### config.mk
export PLATFORM = sky130hd
export DESIGN_NAME = ridge_peak_spacing_estimator_core
export DESIGN_NICKNAME = d
export VERILOG_FILES = /design/src/hdl/rpse_pkg.sv /design/src/hdl/ridge_peak_spacing_estimator_core.sv /design/src/hdl/rpse_front.sv /design/src/hdl/rpse_queue.sv /design/src/hdl/rpse_div.sv /design/src/hdl/rpse_back.sv
export SDC_FILE = /design/constraint.sdc
export NUM_CORES = 1
export LEC_CHECK = 0
export BUFFER_PORTS_ARGS = -buffer_cell sky130_fd_sc_hd__buf_2
export CAP_MARGIN = 10
export CORE_MARGIN = 3
export CORE_UTILIZATION = 45
export CTS_CLUSTER_SIZE = 8
export DETAILED_ROUTE_END_ITERATION = 8
export GPL_ROUTABILITY_DRIVEN = 0
export SYNTH_ARGS = -nofsm -noshare
export SYNTH_HDL_FRONTEND = slang
export SYNTH_SLANG_ARGS = --single-unit
### constraint.sdc
create_clock -name clk_i -period 19.55 [get_ports clk_i]
set_input_delay 0.9775 -clock clk_i [delete_from_list [all_inputs] [get_ports clk_i]]
set_output_delay 0.9775 -clock clk_i [all_outputs]
set_load 0.03 [all_outputs]
### src/hdl/rpse_pkg.sv
// ----------------------------------------------------------------------------
// rpse_pkg
// shared widths, register codes and types of the ridge peak spacing estimator
// ----------------------------------------------------------------------------
package rpse_pkg;

  localparam int unsigned SigMax   = 64;
  localparam int unsigned PosW     = $clog2(SigMax);
  localparam int unsigned SampleW  = 16;
  localparam int unsigned SpcW     = 6;
  localparam int unsigned CntW     = 7;
  localparam int unsigned AvgW     = 14;
  localparam int unsigned FreqW    = 16;
  localparam int unsigned AvgShift = 9;
  localparam int unsigned FrqShift = 17;
  localparam int unsigned CmpW     = (PosW > SpcW) ? PosW : SpcW;
  localparam int unsigned MulW     = SpcW + CntW;

  localparam int unsigned DivW     = CntW + FrqShift;
  localparam int unsigned DivisorW = ((CntW > PosW) ? CntW : PosW) + 1;
  localparam int unsigned DivSteps = DivW;
  localparam int unsigned DivCntW  = $clog2(DivSteps + 1);

  localparam int unsigned CfgIdxW  = 2;
  localparam int unsigned CfgDataW = 16;

  localparam logic [CfgIdxW-1:0] CfgLevel   = 2'd0;
  localparam logic [CfgIdxW-1:0] CfgSpacing = 2'd1;
  localparam logic [CfgIdxW-1:0] CfgMinDist = 2'd2;
  localparam logic [CfgIdxW-1:0] CfgMaxDist = 2'd3;

  localparam logic [SampleW-1:0] LevelRst   = 16'd16384;
  localparam logic [SpcW-1:0]    SpacingRst = 6'd6;
  localparam logic [SpcW-1:0]    MinDistRst = 6'd3;
  localparam logic [SpcW-1:0]    MaxDistRst = 6'd25;

  typedef struct packed {
    logic [SampleW-1:0] level;
    logic [SpcW-1:0]    spacing;
    logic [SpcW-1:0]    min_dist;
    logic [SpcW-1:0]    max_dist;
  } cfg_t;

  typedef struct packed {
    logic [CntW-1:0] count;
    logic [PosW-1:0] span;
    logic            pre_ok;
  } win_t;

endpackage

### src/hdl/ridge_peak_spacing_estimator_core.sv
// ----------------------------------------------------------------------------
// ridge_peak_spacing_estimator_core
// peak spacing and frequency estimate over a signature window
// ----------------------------------------------------------------------------
//   channel   direction  handshake              payload
//   in        sink       in_valid_i/in_stall_o  sample_i, window_end_i
//   out       source     out_valid_o/out_stall_i average_spacing_o, frequency_o,
//                                               spacing_valid_o, peak_total_o
//   cfg       sink       cfg_we_i               cfg_index_i, cfg_data_i
//
// one sample per cycle unless stalled; a summary waits in a two-entry queue
// the back end runs the serial divider for each window that passes the bounds check
// (24 quotient bits for the average, then 24 for the frequency)
// in_stall_o rises only while the queue holds two unfinished windows
// reset clears front-end and control state and loads register defaults at once
// ----------------------------------------------------------------------------
module ridge_peak_spacing_estimator_core (
  input  logic                           clk_i,
  input  logic                           rst_ni,
  input  logic                           in_valid_i,
  output logic                           in_stall_o,
  input  logic [rpse_pkg::SampleW-1:0]   sample_i,
  input  logic                           window_end_i,
  output logic                           out_valid_o,
  input  logic                           out_stall_i,
  output logic [rpse_pkg::AvgW-1:0]      average_spacing_o,
  output logic [rpse_pkg::FreqW-1:0]     frequency_o,
  output logic                           spacing_valid_o,
  output logic [rpse_pkg::CntW-1:0]      peak_total_o,
  input  logic                           cfg_we_i,
  input  logic [rpse_pkg::CfgIdxW-1:0]   cfg_index_i,
  input  logic [rpse_pkg::CfgDataW-1:0]  cfg_data_i
);

  rpse_pkg::cfg_t cfg_q, cfg_d;
  rpse_pkg::win_t win_push;
  rpse_pkg::win_t win_head;
  logic           push;
  logic           pop;
  logic           q_full;
  logic           q_valid;

  always_comb begin
    cfg_d = cfg_q;
    if (cfg_we_i) begin
      unique case (cfg_index_i)
        rpse_pkg::CfgLevel:   cfg_d.level    = cfg_data_i;
        rpse_pkg::CfgSpacing: cfg_d.spacing  = cfg_data_i[rpse_pkg::SpcW-1:0];
        rpse_pkg::CfgMinDist: cfg_d.min_dist = cfg_data_i[rpse_pkg::SpcW-1:0];
        rpse_pkg::CfgMaxDist: cfg_d.max_dist = cfg_data_i[rpse_pkg::SpcW-1:0];
        default: cfg_d = cfg_q;
      endcase
    end
  end

  always_ff @(posedge clk_i or negedge rst_ni) begin
    if (!rst_ni) begin
      cfg_q.level    <= rpse_pkg::LevelRst;
      cfg_q.spacing  <= rpse_pkg::SpacingRst;
      cfg_q.min_dist <= rpse_pkg::MinDistRst;
      cfg_q.max_dist <= rpse_pkg::MaxDistRst;
    end else begin
      cfg_q <= cfg_d;
    end
  end

  rpse_front u_front (
    .clk_i        (clk_i),
    .rst_ni       (rst_ni),
    .cfg_i        (cfg_q),
    .in_valid_i   (in_valid_i),
    .in_stall_o   (in_stall_o),
    .sample_i     (sample_i),
    .window_end_i (window_end_i),
    .q_full_i     (q_full),
    .push_o       (push),
    .win_o        (win_push)
  );

  rpse_queue u_queue (
    .clk_i   (clk_i),
    .rst_ni  (rst_ni),
    .push_i  (push),
    .data_i  (win_push),
    .full_o  (q_full),
    .pop_i   (pop),
    .valid_o (q_valid),
    .data_o  (win_head)
  );

  rpse_back u_back (
    .clk_i             (clk_i),
    .rst_ni            (rst_ni),
    .cfg_i             (cfg_q),
    .q_valid_i         (q_valid),
    .q_data_i          (win_head),
    .pop_o             (pop),
    .out_valid_o       (out_valid_o),
    .out_stall_i       (out_stall_i),
    .average_spacing_o (average_spacing_o),
    .frequency_o       (frequency_o),
    .spacing_valid_o   (spacing_valid_o),
    .peak_total_o      (peak_total_o)
  );

endmodule

### src/hdl/rpse_front.sv
// ----------------------------------------------------------------------------
// rpse_front
// sample intake, peak candidate detection and merging, one window summary out
// ----------------------------------------------------------------------------
module rpse_front (
  input  logic                          clk_i,
  input  logic                          rst_ni,
  input  rpse_pkg::cfg_t                cfg_i,
  input  logic                          in_valid_i,
  output logic                          in_stall_o,
  input  logic [rpse_pkg::SampleW-1:0]  sample_i,
  input  logic                          window_end_i,
  input  logic                          q_full_i,
  output logic                          push_o,
  output rpse_pkg::win_t                win_o
);

  typedef struct packed {
    logic [rpse_pkg::PosW-1:0]    kpos;
    logic [rpse_pkg::SampleW-1:0] klvl;
    logic [rpse_pkg::PosW-1:0]    fpos;
    logic [rpse_pkg::CntW-1:0]    cnt;
  } peak_t;

  function automatic peak_t offer(peak_t st, logic [rpse_pkg::PosW-1:0] pos,
                                  logic [rpse_pkg::SampleW-1:0] lvl,
                                  logic [rpse_pkg::SpcW-1:0] msp);
    peak_t                     r;
    logic [rpse_pkg::PosW-1:0] gap;
    r   = st;
    gap = pos - st.kpos;
    if (st.cnt == '0) begin
      r.fpos = pos;
      r.kpos = pos;
      r.klvl = lvl;
      r.cnt  = rpse_pkg::CntW'(1);
    end else if (rpse_pkg::CmpW'(gap) > rpse_pkg::CmpW'(msp)) begin
      r.kpos = pos;
      r.klvl = lvl;
      if (st.cnt != '1) begin
        r.cnt = st.cnt + 1'b1;
      end
    end else if (lvl > st.klvl) begin
      r.kpos = pos;
      r.klvl = lvl;
      if (st.cnt == rpse_pkg::CntW'(1)) begin
        r.fpos = pos;
      end
    end
    return r;
  endfunction

  logic [rpse_pkg::SampleW-1:0] older_q, older_d;
  logic [rpse_pkg::SampleW-1:0] newer_q, newer_d;
  logic [rpse_pkg::PosW-1:0]    pos_q, pos_d;
  peak_t                        peak_q, peak_d;

  logic  accept;
  logic  last;
  logic  left_ok;
  logic  cand_left;
  logic  cand_end;
  peak_t st_left;
  peak_t st_end;

  assign in_stall_o = q_full_i;
  assign accept     = in_valid_i && !in_stall_o;

  always_comb begin
    last      = window_end_i || (pos_q >= rpse_pkg::PosW'(rpse_pkg::SigMax - 1));
    left_ok   = (pos_q == rpse_pkg::PosW'(1)) || (older_q <= newer_q);
    cand_left = (pos_q != '0) && (newer_q > cfg_i.level) && left_ok &&
                (newer_q >= sample_i);
    cand_end  = last && (sample_i > cfg_i.level) &&
                ((pos_q == '0) || (sample_i >= newer_q));
    st_left   = cand_left ? offer(peak_q, pos_q - rpse_pkg::PosW'(1), newer_q,
                                  cfg_i.spacing) : peak_q;
    st_end    = cand_end ? offer(st_left, pos_q, sample_i, cfg_i.spacing) : st_left;

    win_o.count  = st_end.cnt;
    win_o.span   = st_end.kpos - st_end.fpos;
    win_o.pre_ok = (st_end.cnt >= rpse_pkg::CntW'(2)) && (st_end.kpos > st_end.fpos);
    push_o       = accept && last;

    older_d = older_q;
    newer_d = newer_q;
    pos_d   = pos_q;
    peak_d  = peak_q;
    if (accept) begin
      if (last) begin
        older_d = '0;
        newer_d = '0;
        pos_d   = '0;
        peak_d  = '0;
      end else begin
        older_d = newer_q;
        newer_d = sample_i;
        pos_d   = pos_q + 1'b1;
        peak_d  = st_end;
      end
    end
  end

  always_ff @(posedge clk_i or negedge rst_ni) begin
    if (!rst_ni) begin
      older_q <= '0;
      newer_q <= '0;
      pos_q   <= '0;
      peak_q  <= '0;
    end else begin
      older_q <= older_d;
      newer_q <= newer_d;
      pos_q   <= pos_d;
      peak_q  <= peak_d;
    end
  end

endmodule

### src/hdl/rpse_queue.sv
// ----------------------------------------------------------------------------
// rpse_queue
// two-entry queue of window summaries between front and back
// ----------------------------------------------------------------------------
module rpse_queue (
  input  logic           clk_i,
  input  logic           rst_ni,
  input  logic           push_i,
  input  rpse_pkg::win_t data_i,
  output logic           full_o,
  input  logic           pop_i,
  output logic           valid_o,
  output rpse_pkg::win_t data_o
);

  localparam int unsigned QDepth = 2;
  localparam int unsigned PtrW   = $clog2(QDepth);
  localparam int unsigned FillW  = $clog2(QDepth + 1);

  rpse_pkg::win_t    slot_q [QDepth];
  logic [PtrW-1:0]   wr_q, wr_d;
  logic [PtrW-1:0]   rd_q, rd_d;
  logic [FillW-1:0]  fill_q, fill_d;

  assign full_o  = (fill_q == FillW'(QDepth));
  assign valid_o = (fill_q != '0);
  assign data_o  = slot_q[rd_q];

  always_comb begin
    wr_d   = push_i ? wr_q + 1'b1 : wr_q;
    rd_d   = pop_i ? rd_q + 1'b1 : rd_q;
    fill_d = fill_q;
    if (push_i && !pop_i) begin
      fill_d = fill_q + 1'b1;
    end else if (pop_i && !push_i) begin
      fill_d = fill_q - 1'b1;
    end
  end

  always_ff @(posedge clk_i or negedge rst_ni) begin
    if (!rst_ni) begin
      wr_q   <= '0;
      rd_q   <= '0;
      fill_q <= '0;
    end else begin
      wr_q   <= wr_d;
      rd_q   <= rd_d;
      fill_q <= fill_d;
    end
  end

  always_ff @(posedge clk_i) begin
    if (push_i) begin
      slot_q[wr_q] <= data_i;
    end
  end

  a_no_push_full: assert property (@(posedge clk_i) disable iff (!rst_ni)
    push_i |-> !full_o) else $error("queue push while full");

  a_no_pop_empty: assert property (@(posedge clk_i) disable iff (!rst_ni)
    pop_i |-> valid_o) else $error("queue pop while empty");

endmodule

### src/hdl/rpse_div.sv
// ----------------------------------------------------------------------------
// rpse_div
// restoring divider, one quotient bit per cycle
// ----------------------------------------------------------------------------
module rpse_div (
  input  logic                           clk_i,
  input  logic                           rst_ni,
  input  logic                           start_i,
  input  logic [rpse_pkg::DivW-1:0]      dividend_i,
  input  logic [rpse_pkg::DivisorW-1:0]  divisor_i,
  output logic                           done_o,
  output logic [rpse_pkg::DivW-1:0]      quotient_o
);

  logic [rpse_pkg::DivW-1:0]     dvd_q;
  logic [rpse_pkg::DivisorW-1:0] dvs_q;
  logic [rpse_pkg::DivisorW-1:0] rem_q, rem_d;
  logic [rpse_pkg::DivCntW-1:0]  cnt_q;
  logic                          done_q;
  logic [rpse_pkg::DivisorW:0]   trial;
  logic                          qbit;

  always_comb begin
    trial = {rem_q, dvd_q[rpse_pkg::DivW-1]};
    qbit  = (trial >= {1'b0, dvs_q});
    rem_d = qbit ? rpse_pkg::DivisorW'(trial - {1'b0, dvs_q})
                 : trial[rpse_pkg::DivisorW-1:0];
  end

  always_ff @(posedge clk_i or negedge rst_ni) begin
    if (!rst_ni) begin
      cnt_q  <= '0;
      done_q <= 1'b0;
    end else if (start_i) begin
      cnt_q  <= rpse_pkg::DivCntW'(rpse_pkg::DivSteps);
      done_q <= 1'b0;
    end else if (cnt_q != '0) begin
      cnt_q  <= cnt_q - 1'b1;
      done_q <= (cnt_q == rpse_pkg::DivCntW'(1));
    end else begin
      done_q <= 1'b0;
    end
  end

  always_ff @(posedge clk_i) begin
    if (start_i) begin
      dvd_q <= dividend_i;
      dvs_q <= divisor_i;
      rem_q <= '0;
    end else if (cnt_q != '0) begin
      dvd_q <= {dvd_q[rpse_pkg::DivW-2:0], qbit};
      rem_q <= rem_d;
    end
  end

  assign done_o     = done_q;
  assign quotient_o = dvd_q;

endmodule

### src/hdl/rpse_back.sv
// ----------------------------------------------------------------------------
// rpse_back
// bounds check, average spacing and frequency division, result register
// ----------------------------------------------------------------------------
module rpse_back (
  input  logic                          clk_i,
  input  logic                          rst_ni,
  input  rpse_pkg::cfg_t                cfg_i,
  input  logic                          q_valid_i,
  input  rpse_pkg::win_t                q_data_i,
  output logic                          pop_o,
  output logic                          out_valid_o,
  input  logic                          out_stall_i,
  output logic [rpse_pkg::AvgW-1:0]     average_spacing_o,
  output logic [rpse_pkg::FreqW-1:0]    frequency_o,
  output logic                          spacing_valid_o,
  output logic [rpse_pkg::CntW-1:0]     peak_total_o
);

  localparam logic [2:0] SIdle  = 3'd0;
  localparam logic [2:0] SCheck = 3'd1;
  localparam logic [2:0] SAvg   = 3'd2;
  localparam logic [2:0] SFreq  = 3'd3;
  localparam logic [2:0] SDone  = 3'd4;

  logic [2:0]                   state_q, state_d;
  logic [rpse_pkg::CntW-1:0]    count_q;
  logic [rpse_pkg::CntW-1:0]    n1_q;
  logic [rpse_pkg::PosW-1:0]    span_q;
  logic                         pre_q;
  logic                         ok_q;
  logic [rpse_pkg::AvgW-1:0]    avg_q;
  logic [rpse_pkg::FreqW-1:0]   freq_q;

  logic                         out_valid_q, out_valid_d;
  logic [rpse_pkg::AvgW-1:0]    out_avg_q;
  logic [rpse_pkg::FreqW-1:0]   out_freq_q;
  logic                         out_ok_q;
  logic [rpse_pkg::CntW-1:0]    out_total_q;

  logic [rpse_pkg::MulW-1:0]    lo;
  logic [rpse_pkg::MulW-1:0]    hi;
  logic                         ok;
  logic                         load;
  logic                         div_start;
  logic                         div_done;
  logic [rpse_pkg::DivW-1:0]    div_dividend;
  logic [rpse_pkg::DivisorW-1:0] div_divisor;
  logic [rpse_pkg::DivW-1:0]    div_quo;
  logic [rpse_pkg::AvgW-1:0]    avg_sat;
  logic [rpse_pkg::FreqW-1:0]   freq_sat;

  rpse_div u_div (
    .clk_i      (clk_i),
    .rst_ni     (rst_ni),
    .start_i    (div_start),
    .dividend_i (div_dividend),
    .divisor_i  (div_divisor),
    .done_o     (div_done),
    .quotient_o (div_quo)
  );

  always_comb begin
    lo  = rpse_pkg::MulW'(cfg_i.min_dist) * rpse_pkg::MulW'(n1_q);
    hi  = rpse_pkg::MulW'(cfg_i.max_dist) * rpse_pkg::MulW'(n1_q);
    ok  = pre_q && (rpse_pkg::MulW'(span_q) >= lo) && (rpse_pkg::MulW'(span_q) <= hi);

    avg_sat  = (|div_quo[rpse_pkg::DivW-1:rpse_pkg::AvgW]) ? '1
             : div_quo[rpse_pkg::AvgW-1:0];
    freq_sat = (|div_quo[rpse_pkg::DivW-1:rpse_pkg::FreqW]) ? '1
             : div_quo[rpse_pkg::FreqW-1:0];

    if (state_q == SCheck) begin
      div_dividend = (rpse_pkg::DivW'(span_q) << rpse_pkg::AvgShift) +
                     rpse_pkg::DivW'(n1_q);
      div_divisor  = rpse_pkg::DivisorW'({n1_q, 1'b0});
    end else begin
      div_dividend = (rpse_pkg::DivW'(n1_q) << rpse_pkg::FrqShift) +
                     rpse_pkg::DivW'(span_q);
      div_divisor  = rpse_pkg::DivisorW'({span_q, 1'b0});
    end

    pop_o     = (state_q == SIdle) && q_valid_i;
    div_start = ((state_q == SCheck) && ok) || ((state_q == SAvg) && div_done);
    load      = (state_q == SDone) && (!out_valid_q || !out_stall_i);

    state_d = state_q;
    unique case (state_q)
      SIdle: begin
        if (q_valid_i) begin
          state_d = SCheck;
        end
      end
      SCheck: begin
        state_d = ok ? SAvg : SDone;
      end
      SAvg: begin
        if (div_done) begin
          state_d = SFreq;
        end
      end
      SFreq: begin
        if (div_done) begin
          state_d = SDone;
        end
      end
      SDone: begin
        if (load) begin
          state_d = SIdle;
        end
      end
      default: begin
        state_d = SIdle;
      end
    endcase

    if (load) begin
      out_valid_d = 1'b1;
    end else if (!out_stall_i) begin
      out_valid_d = 1'b0;
    end else begin
      out_valid_d = out_valid_q;
    end
  end

  always_ff @(posedge clk_i or negedge rst_ni) begin
    if (!rst_ni) begin
      state_q     <= SIdle;
      out_valid_q <= 1'b0;
    end else begin
      state_q     <= state_d;
      out_valid_q <= out_valid_d;
    end
  end

  always_ff @(posedge clk_i) begin
    if (pop_o) begin
      count_q <= q_data_i.count;
      n1_q    <= q_data_i.count - 1'b1;
      span_q  <= q_data_i.span;
      pre_q   <= q_data_i.pre_ok;
    end
    if (state_q == SCheck) begin
      ok_q   <= ok;
      avg_q  <= '0;
      freq_q <= '0;
    end
    if ((state_q == SAvg) && div_done) begin
      avg_q <= avg_sat;
    end
    if ((state_q == SFreq) && div_done) begin
      freq_q <= freq_sat;
    end
    if (load) begin
      out_avg_q   <= avg_q;
      out_freq_q  <= freq_q;
      out_ok_q    <= ok_q;
      out_total_q <= count_q;
    end
  end

  assign out_valid_o       = out_valid_q;
  assign average_spacing_o = out_avg_q;
  assign frequency_o       = out_freq_q;
  assign spacing_valid_o   = out_ok_q;
  assign peak_total_o      = out_total_q;

  a_invalid_zero: assert property (@(posedge clk_i) disable iff (!rst_ni)
    (out_valid_o && !spacing_valid_o) |-> (average_spacing_o == '0 && frequency_o == '0))
    else $error("invalid result carries nonzero fields");

  a_valid_two_peaks: assert property (@(posedge clk_i) disable iff (!rst_ni)
    (out_valid_o && spacing_valid_o) |-> (peak_total_o >= rpse_pkg::CntW'(2)))
    else $error("valid spacing with fewer than two peaks");

endmodule
Word level (Yosys, flattened, before mapping)
Memories as Yosys holds them, arrays and structs flattened. Index checks and enable logic that the tools add are counted.

Bits in registers: 251. Bits in latches: 0. RAM bits: 28. ROM bits: 0. Bits of input ports: 40. Output and inout bits: 40. Word-level logic and storage cells: 179. Memories kept: 1.

Memories: u_queue.slot_q (words 2, width 14, rd ports 1, clocked after Yosys merged registers in 0, wr ports 1, line rpse_queue.sv:20) `rpse_pkg::win_t slot_q [QDepth];`.

Add/sub/neg operators: 16. Multipliers: 2. Divide/modulo/power cells: 0. Magnitude comparators: 15. Equality and inequality tests: 19. Shift operators: 0. Multiplexer cells: 47. Bitwise gates (word level): 0. Reduce and logical (&&, ||, !) cells: 46.

Operators by type and width (number): 35-bit 2-to-1 mux (5); 16-bit 2-to-1 mux (5); 24-bit 2-to-1 mux (3); 16-bit greater-than comparator (4); 28-bit 2-to-1 mux (2); 22-bit 2-to-1 mux (2); 14-bit 2-to-1 mux (3); 7-bit 2-to-1 mux (5); 16-bit greater-or-equal comparator (2); 6-bit 2-to-1 mux (5); 6-bit by 7-bit multiplier with 13-bit output (2); 24-bit by 6-bit adder with 24-bit output (1); 6-bit greater-than comparator (3); 6-bit subtractor (3); 1-bit logical AND (17); 15-bit by 7-bit adder with 16-bit output (1); 16-bit less-or-equal comparator (1); 3-bit 2-to-1 mux (5); 3-bit case mux with 5 select lines (1); 7-bit by 1-bit adder with 7-bit output (second input constant) (2); 7-bit by 1-bit equality test with 1-bit output (second input constant) (2); 7-bit logical NOT (2); 7-bit != test (second input constant) (2); 6-bit by 13-bit greater-or-equal comparator with 1-bit output (1); 37 further kinds (66).

Logic depth before layout (Yosys ltp)
Gate-level depths: netlist of run 1.

Word-level depth: 14. Mapped depth: 44. Mapped depth without buffers: 41.

Cells and area by module
A second synthesis of run 1 with hierarchy kept.

Cells, all modules: 1757. Area, all modules: 18734.2 um^2.

By module, submodules not included: rpse_front (instances 1, cells each 850, area each 7315.8 um^2, sequential area each 1826.8 um^2); rpse_back (instances 1, cells each 572, area each 6467.5 um^2, sequential area each 2802.7 um^2); rpse_div (instances 1, cells each 202, area each 2404.8 um^2, sequential area each 1271.2 um^2); ridge_peak_spacing_estimator_core (instances 1, cells each 73, area each 1293.7 um^2, sequential area each 860.8 um^2); rpse_queue (instances 1, cells each 60, area each 1252.5 um^2, sequential area each 940.9 um^2).

Least setup slack after synthesis of run 1
Ideal clock, no wire load.

Kind: flip-flop to flip-flop. Start point: reg u_front.pos_q[0] (netlist bit). End point: mem u_queue.slot_q[0][0] (netlist bit), data pin. Library setup time: 0.167 ns. Arrival: 7.780 ns. Data required time: 19.383 ns. Path slack: 11.602 ns. Stages on the path, launching flop included: 40. Path buffers: 3. Period minus slack after synthesis: 7.948 ns. Cell sequence: dfrtp_1 clkbuf_1 inv_1 ha_1 inv_1 ha_1 nor2b_1 o21ai_0 nand2b_1 a21o_1 a21oi_1 xnor2_1 ha_1 nand3_1 a21oi_1 o21ai_1 a31oi_1 clkbuf_1 [... 4 more ...] a21oi_1 o21bai_1 a21oi_1 xnor2_1 xnor2_1 ha_1 nand3_1 o2bb2ai_1 nand2_1 o21ai_0 nand4_1 clkbuf_1 o21ai_0 inv_1 fa_1 nand4b_1 or3_1 a211oi_2.

RTL lines: start, declared (line rpse_front.sv:55) `logic [rpse_pkg::PosW-1:0] pos_q, pos_d;`; start signal, assigned (line rpse_front.sv:113) `pos_q <= pos_d;`; end, declared (line rpse_queue.sv:20).

==> flow_summary.toml, run 1 <==
[worst_hold_path]
min_path_cells = 0
min_from = "u_back.freq_q[3]$_SDFFCE_PN0P_"
min_to = "u_back.frequency_o[3]$_DFFE_PP_"
hold_class = "flip-flop to flip-flop"

[drt]
final_antenna_net_count = 0
routed_wl_um = 43120
avgRoutedWirePerCell_um = 18.08
drt_iter0_markers = 670
vias_per_cell = 5.483
post-route-drc-count = 0
vias = 13077
drtPass1Iterations = 5

[logic_synthesis]
synth_enable_flop_cells = 149
yosysWarnings = 0
ys_types = 84
yosysTopAreaCell = "edfxtp_1"
avgSynthCellArea_um2 = 10.28
netlist_instances = 1758
netlist_top_cells_area = "edfxtp_1 25%, dfrtp_1 16%, ha_1 14%"
synth_area_mm2 = 0.01806
synthesis.nets = 2044
synth_flop_cell = "edfxtp_1"
ys_seq_area_share_pct = 42.47
ys_async_sr_fraction_pct = 43.53
synthTopCellsByCount = "201 x inv_1, 200 x ha_1, 179 x nand2_1"
synth.most_common_cell = "inv_1"
ys_seq_elements = 278
synth_top_area_share_pct = 24.77

[global_route]
grt_pass1_vias = 13266
grt_pass1_wl_um = 70340
grt_usage_pct = 20.84
antenna_found_initial = 0
grt_max_degree = 80
overflow = 0

[floorplan]
die_h_um = 206.4
initial_core_util_pct = 46.10
fp.coreArea_mm2 = 0.03919
io_pins = 80
rows = 72
die_w_um = 206.4
design.die.area_mm2 = 0.04258

[power_and_ir_drop]
leakagePower_nw = 9.053
power_mw = 3.711
p_per_area_mw_per_mm2 = 182.9
ir_drop_uv = 76.33

[clock_network]
cts_buffers = 41
path_clk_slew_ns = 0.05
clk_latency_ns = 0.56
htreeDepth = 2
cts_tree = "yes"
clock_path_buffers = 3
postCtsSetupBuffers = 0
ctsResizeCount = 0
cts_hold_buffers = 0
clkSinkCount = 278
cts_root_buf = "clkbuf_16"

[place]
dp_hpwl_um = 31620
numPortBuffers = 79

[worst_setup_path]
timing.rr.start = "u_front.pos_q[0]$_DFFE_PN0P_"
slowest_delay_ns = 0.59
critPathLaunchType = "flip-flop"
r2r_slack_ns = 10.28
critPathMaxFanout = 14
critPathCaptureType = "flip-flop"
r2r.worst_path.cells = 37
required_ns = 19.93
crit_arrival_ns = 9.65
crit_type = "flip-flop to flip-flop"
r2r-end = "u_queue.slot_q[0][0]$_DFFE_PP_"
slowest_stage = "dfrtp_1"
crit_top_cell = "ha_1"

[timing]
relSlewSlack_pct = 25.33
fmax_mhz = 107.9
fin_crit_sh_pct = 47.43
slew_viol_final = 0
hold_violations = 0
rsz0062_at_grt = "false"
period_needed_ns = 9.272
setup_viol_count_final = 0
skew_ns = 0.01818
fin_setup_tns_ns = 0
worstMarginPinSlew_ns = 1.114

[final_layout]
insertedDiodeCount = 0
final.fill_count = 3511
drive_gt1_share_pct = 11.89
nets = 2121
areaGrowthSynthToFinish_pct = 12.35

[job]
drv_cap = 0

[run_status]
outcome = "complete, no violations"
[worst max path at each step]
stage / end / startpoint / depth (start not counted)
floorplan: u_queue.slot_q[0][0]$_DFFE_PP_ / u_front.pos_q[0]$_DFFE_PN0P_ / 39
global placement: u_queue.slot_q[0][0]$_DFFE_PP_ / u_front.pos_q[0]$_DFFE_PN0P_ / 37
detailed placement: u_queue.slot_q[1][0]$_DFFE_PP_ / u_front.pos_q[0]$_DFFE_PN0P_ / 37
CTS: u_queue.slot_q[0][0]$_DFFE_PP_ / u_front.pos_q[0]$_DFFE_PN0P_ / 37
global route: u_queue.slot_q[0][0]$_DFFE_PP_ / u_front.pos_q[0]$_DFFE_PN0P_ / 37
finish: u_queue.slot_q[0][0]$_DFFE_PP_ / u_front.pos_q[0]$_DFFE_PN0P_ / 37
[sequential cells by signal, summed over array words and instances, names as in the netlist, 16 cells and up]
name                     cells
u_front.peak_q              35
cfg_q                       34
u_queue.slot_q              28
u_back.u_div.quotient_o     24
u_back.freq_q               16
u_back.frequency_o          16
u_front.newer_q             16
u_front.older_q             16
[critical path, delay by kind of cell, from the launching register on]
kind | cells | cell delay, ns
buffers and inverters | 5 | 0.81
multiplexers | 1 | 0.36
flip-flops | 1 | 0.59
XOR/XNOR | 3 | 0.36
AND/OR/NAND/NOR | 8 | 1.47
adder cells (fa/ha/maj) | 6 | 2.03
AO/OA/AOI/OAI | 14 | 3.47
[cell type report]
cell class,count,area (um2),share of cell area (%)
Clock buffer,71,1149,5.659
Multi-Input combinational cell,1218,9449,46.56
Inverter,202,758.2,3.736
Sequential cell,278,7672,37.80
Tap cell,518,648.1,3.193
Timing Repair Buffer,94,523.0,2.577
Clock inverter,4,96.34,0.4747
[per-layer routing]
metal	part of all wire (%)	vias to the layer above	GRT usage [%]
li1	-	6352	-
met1	44	6360	26.94
met2	49	285	35.38
met3	4.1	80	3.386
met4	3.0	0	7.612
met5	0	-	0
[power breakdown]
part	internal, mW	switching (mW)
sequential	0.885	0.185
combinational	0.827	1.13
clock	0.413	0.268
[cells in the final DEF, fill, tap and decap left out, types with 31 or more instances in the layout]
cell and n:
nand3_1 41, a21o_1 32, buf_2 78, xnor2_1 31, and2_1 50, mux2_2 46, nor2_1 78, a21oi_1 72
ha_1 200, dfrtp_1 113, edfxtp_1 149, o21ai_0 120, nand2_1 179, fa_1 46, inv_1 201, clkbuf_16 41
[through the flow]
step	instance area (um2)	setup slack (ns)	hold WS, ns	instances	utilization [%]
floorplan	18060	11.60	0.4003	1758	-
global placement	19030	10.78	0.4029	2309	48.56
detailed placement	19030	10.42	0.4045	2309	48.56
CTS	20280	10.35	0.4110	2384	51.74
global route	20300	9.442	0.4203	2385	51.79
finish	20300	10.28	0.4169	2385	51.79
[cells by family after synthesis]
group | count (synthesis) | share of synthesized area (%)
AND/OR/NAND/NOR | 478 | 13.03
AO/OA/AOI/OAI | 369 | 13.08
flip-flops | 278 | 42.47
buffers and inverters | 262 | 5.492
adder cells (fa/ha/maj) | 246 | 18.95
multiplexers | 80 | 4.800
XOR/XNOR | 45 | 2.182
Note: power is estimated with default switching activity, not from simulation.
==> inputs of run 2 (changes only) <==
clock period = 7.9 ns   (was 19.55 ns; I/O delays follow)
==> run 2 against run 1 <==
  * Largest power group unchanged
  * Setup slack got worse by 9.8 ns
  * Die area stayed put
  * Critical path depth shrank 1
  * Register-to-register slack got worse by 9.8 ns
  * Wire length is 0.92% higher
  * The run now ends with hold timing left
  * Global-route usage is 0.070 points higher
==> flow_summary.toml, run 2 (synthesis results as in run 1) <==
[worst_setup_path]
critPathMaxFanout = 8
timing.rr.start = "u_front.pos_q[1]$_DFFE_PN0P_"
critPathCaptureType = "flip-flop"
slowest_delay_ns = 0.44
slowest_stage = "fa_1"
crit_arrival_ns = 7.85
cp-startpoint = "u_front.pos_q[1]$_DFFE_PN0P_"
crit_type = "flip-flop to flip-flop"
required_ns = 8.29
crit_top_cell = "ha_1"
critPathLaunchType = "flip-flop"

[clock_network]
htreeDepth = 2
cts_tree = "yes"
cts_root_buf = "clkbuf_16"
clkSinkCount = 278
path_clk_slew_ns = 0.05
clock_path_buffers = 3
cts_buffers = 41
clk_latency_ns = 0.57

[global_route]
grt_pass1_vias = 13207
overflow = 0
antenna_found_initial = 1
grt_max_degree = 79
grt_pass1_wl_um = 70440
grt_usage_pct = 20.91

[power_and_ir_drop]
p_per_area_mw_per_mm2 = 454.3
leakagePower_nw = 9.162
ir_drop_uv = 175.5

[drt]
final_antenna_net_count = 0
vias = 13085
drtPass1Iterations = 5
post-route-drc-count = 0
vias_per_cell = 5.434
drt_iter0_markers = 657
avgRoutedWirePerCell_um = 18.07
routed_wl_um = 43510

[timing]
worstMarginPinSlew_ns = 1.155
rsz0062_at_grt = "false"
period_needed_ns = 7.460
relSlewSlack_pct = 22.83
skew_ns = 0.03040
whs_ns = -0.01108
setup_viol_count_final = 0
fmax_mhz = 134.0
hold_violations = 5
slew_viol_final = 0
fin_setup_tns_ns = 0
fin_crit_sh_pct = 94.44

[job]
drv_cap = 0

[final_layout]
post-route-util_pct = 52.32
final_common_cell = "inv_1"
fin_cells = 2408
nets = 2143
insertedDiodeCount = 0
largest_reg_flops = 35
stdcell_area_mm2 = 0.02050
areaGrowthSynthToFinish_pct = 13.50
top_regs = "u_front.peak_q x35, cfg_q x34, u_queue.slot_q x28"
largest_register = "u_front.peak_q"
drive_gt1_share_pct = 13.60
layout_common_cells = "199 x inv_1, 198 x ha_1, 179 x nand2_1, 149 x edfxtp_1, 117 x o21ai_0"

[place]
post_dp_cell_area_mm2 = 0.01917
numPortBuffers = 79
dp_cells = 2327
dp_hpwl_um = 32100

[floorplan]
rows = 72
io_pins = 80
fp.coreArea_mm2 = 0.03919
design.die.area_mm2 = 0.04258
die_h_um = 206.4
die_w_um = 206.4
initial_core_util_pct = 46.10

[run_status]
outcome = "finished with violations"
violations = "hold timing"

[worst_hold_path]
hold_class = "input pin to asynchronous set/reset pin"
[run 2: cell type report]
cell class | instances | area, um2
inverters | 202 | 758.2
clock inverters | 4 | 67.56
multi-input cells | 1218 | 9515
fillers | 3519 | 18680
well taps | 518 | 648.1
repair buffers | 116 | 679.4
flip-flops and latches | 278 | 7672
clock buffers | 72 | 1162
[run 2: metal layers]
| layer | vias to the layer above | GRT usage [%] | part of all wire [%] | routed length, um |
|---|---|---|---|---|
| li1 | 6415 | - | - | - |
| met1 | 6367 | 26.56 | 44 | 19040 |
| met2 | 235 | 36.15 | 50 | 21610 |
| met3 | 68 | 3.166 | 3.7 | 1590 |
| met4 | 0 | 7.830 | 2.9 | 1270 |
| met5 | - | 0 | 0 | 0 |
[run 2: what timing repair did]
item	4_1_cts	5_1_grt
resized for setup	0	18
setup endpoints to repair	0	10
hold buffers	0	0
buffers inserted	0	5
[run 2: metrics by stage]
| step | setup WS [ns] | power, mW |
|---|---|---|
| global placement | 0.4095 | 7.459 |
| detailed placement | 0.09837 | 7.621 |
| CTS | 0.07850 | 9.346 |
| floorplan | 0.08271 | 6.220 |
| global route | 0.01932 | 10.24 |
| finish | 0.4396 | 9.315 |
[run 2: worst max-delay path: cells and delay by family, from the launching register on]
family / cells / cell delay (ns)
buffers and inverters: 4 / 0.55
adder cells (fa/ha/maj): 6 / 1.87
AO/OA/AOI/OAI: 14 / 2.51
multiplexers: 1 / 0.27
flip-flops: 1 / 0.38
XOR/XNOR: 4 / 0.58
AND/OR/NAND/NOR: 7 / 1.13
[run 2: path summary, 6_finish.rpt]
check	slack, ns	endpoint	cells after the start
max	0.44	u_queue.slot_q[1][0]$_DFFE_PP_	36
min	-0.01	cfg_q[28]$_DFFE_PN0P_	1
max reg2reg	0.44	u_queue.slot_q[1][0]$_DFFE_PP_	36
min reg2reg	0.40	u_back.peak_total_o[5]$_DFFE_PP_	0
max in group asynchronous	6.66	u_front.peak_q[10]$_DFFE_PN0P_	2
min in group clk_i	0.05	cfg_q[24]$_DFFE_PN0P_	3
[run 2: power breakdown]
group	total, mW	switching (mW)	internal, mW
clock network	1.65	0.651	0.996
logic	5.09	2.95	2.14
registers	2.58	0.386	2.19
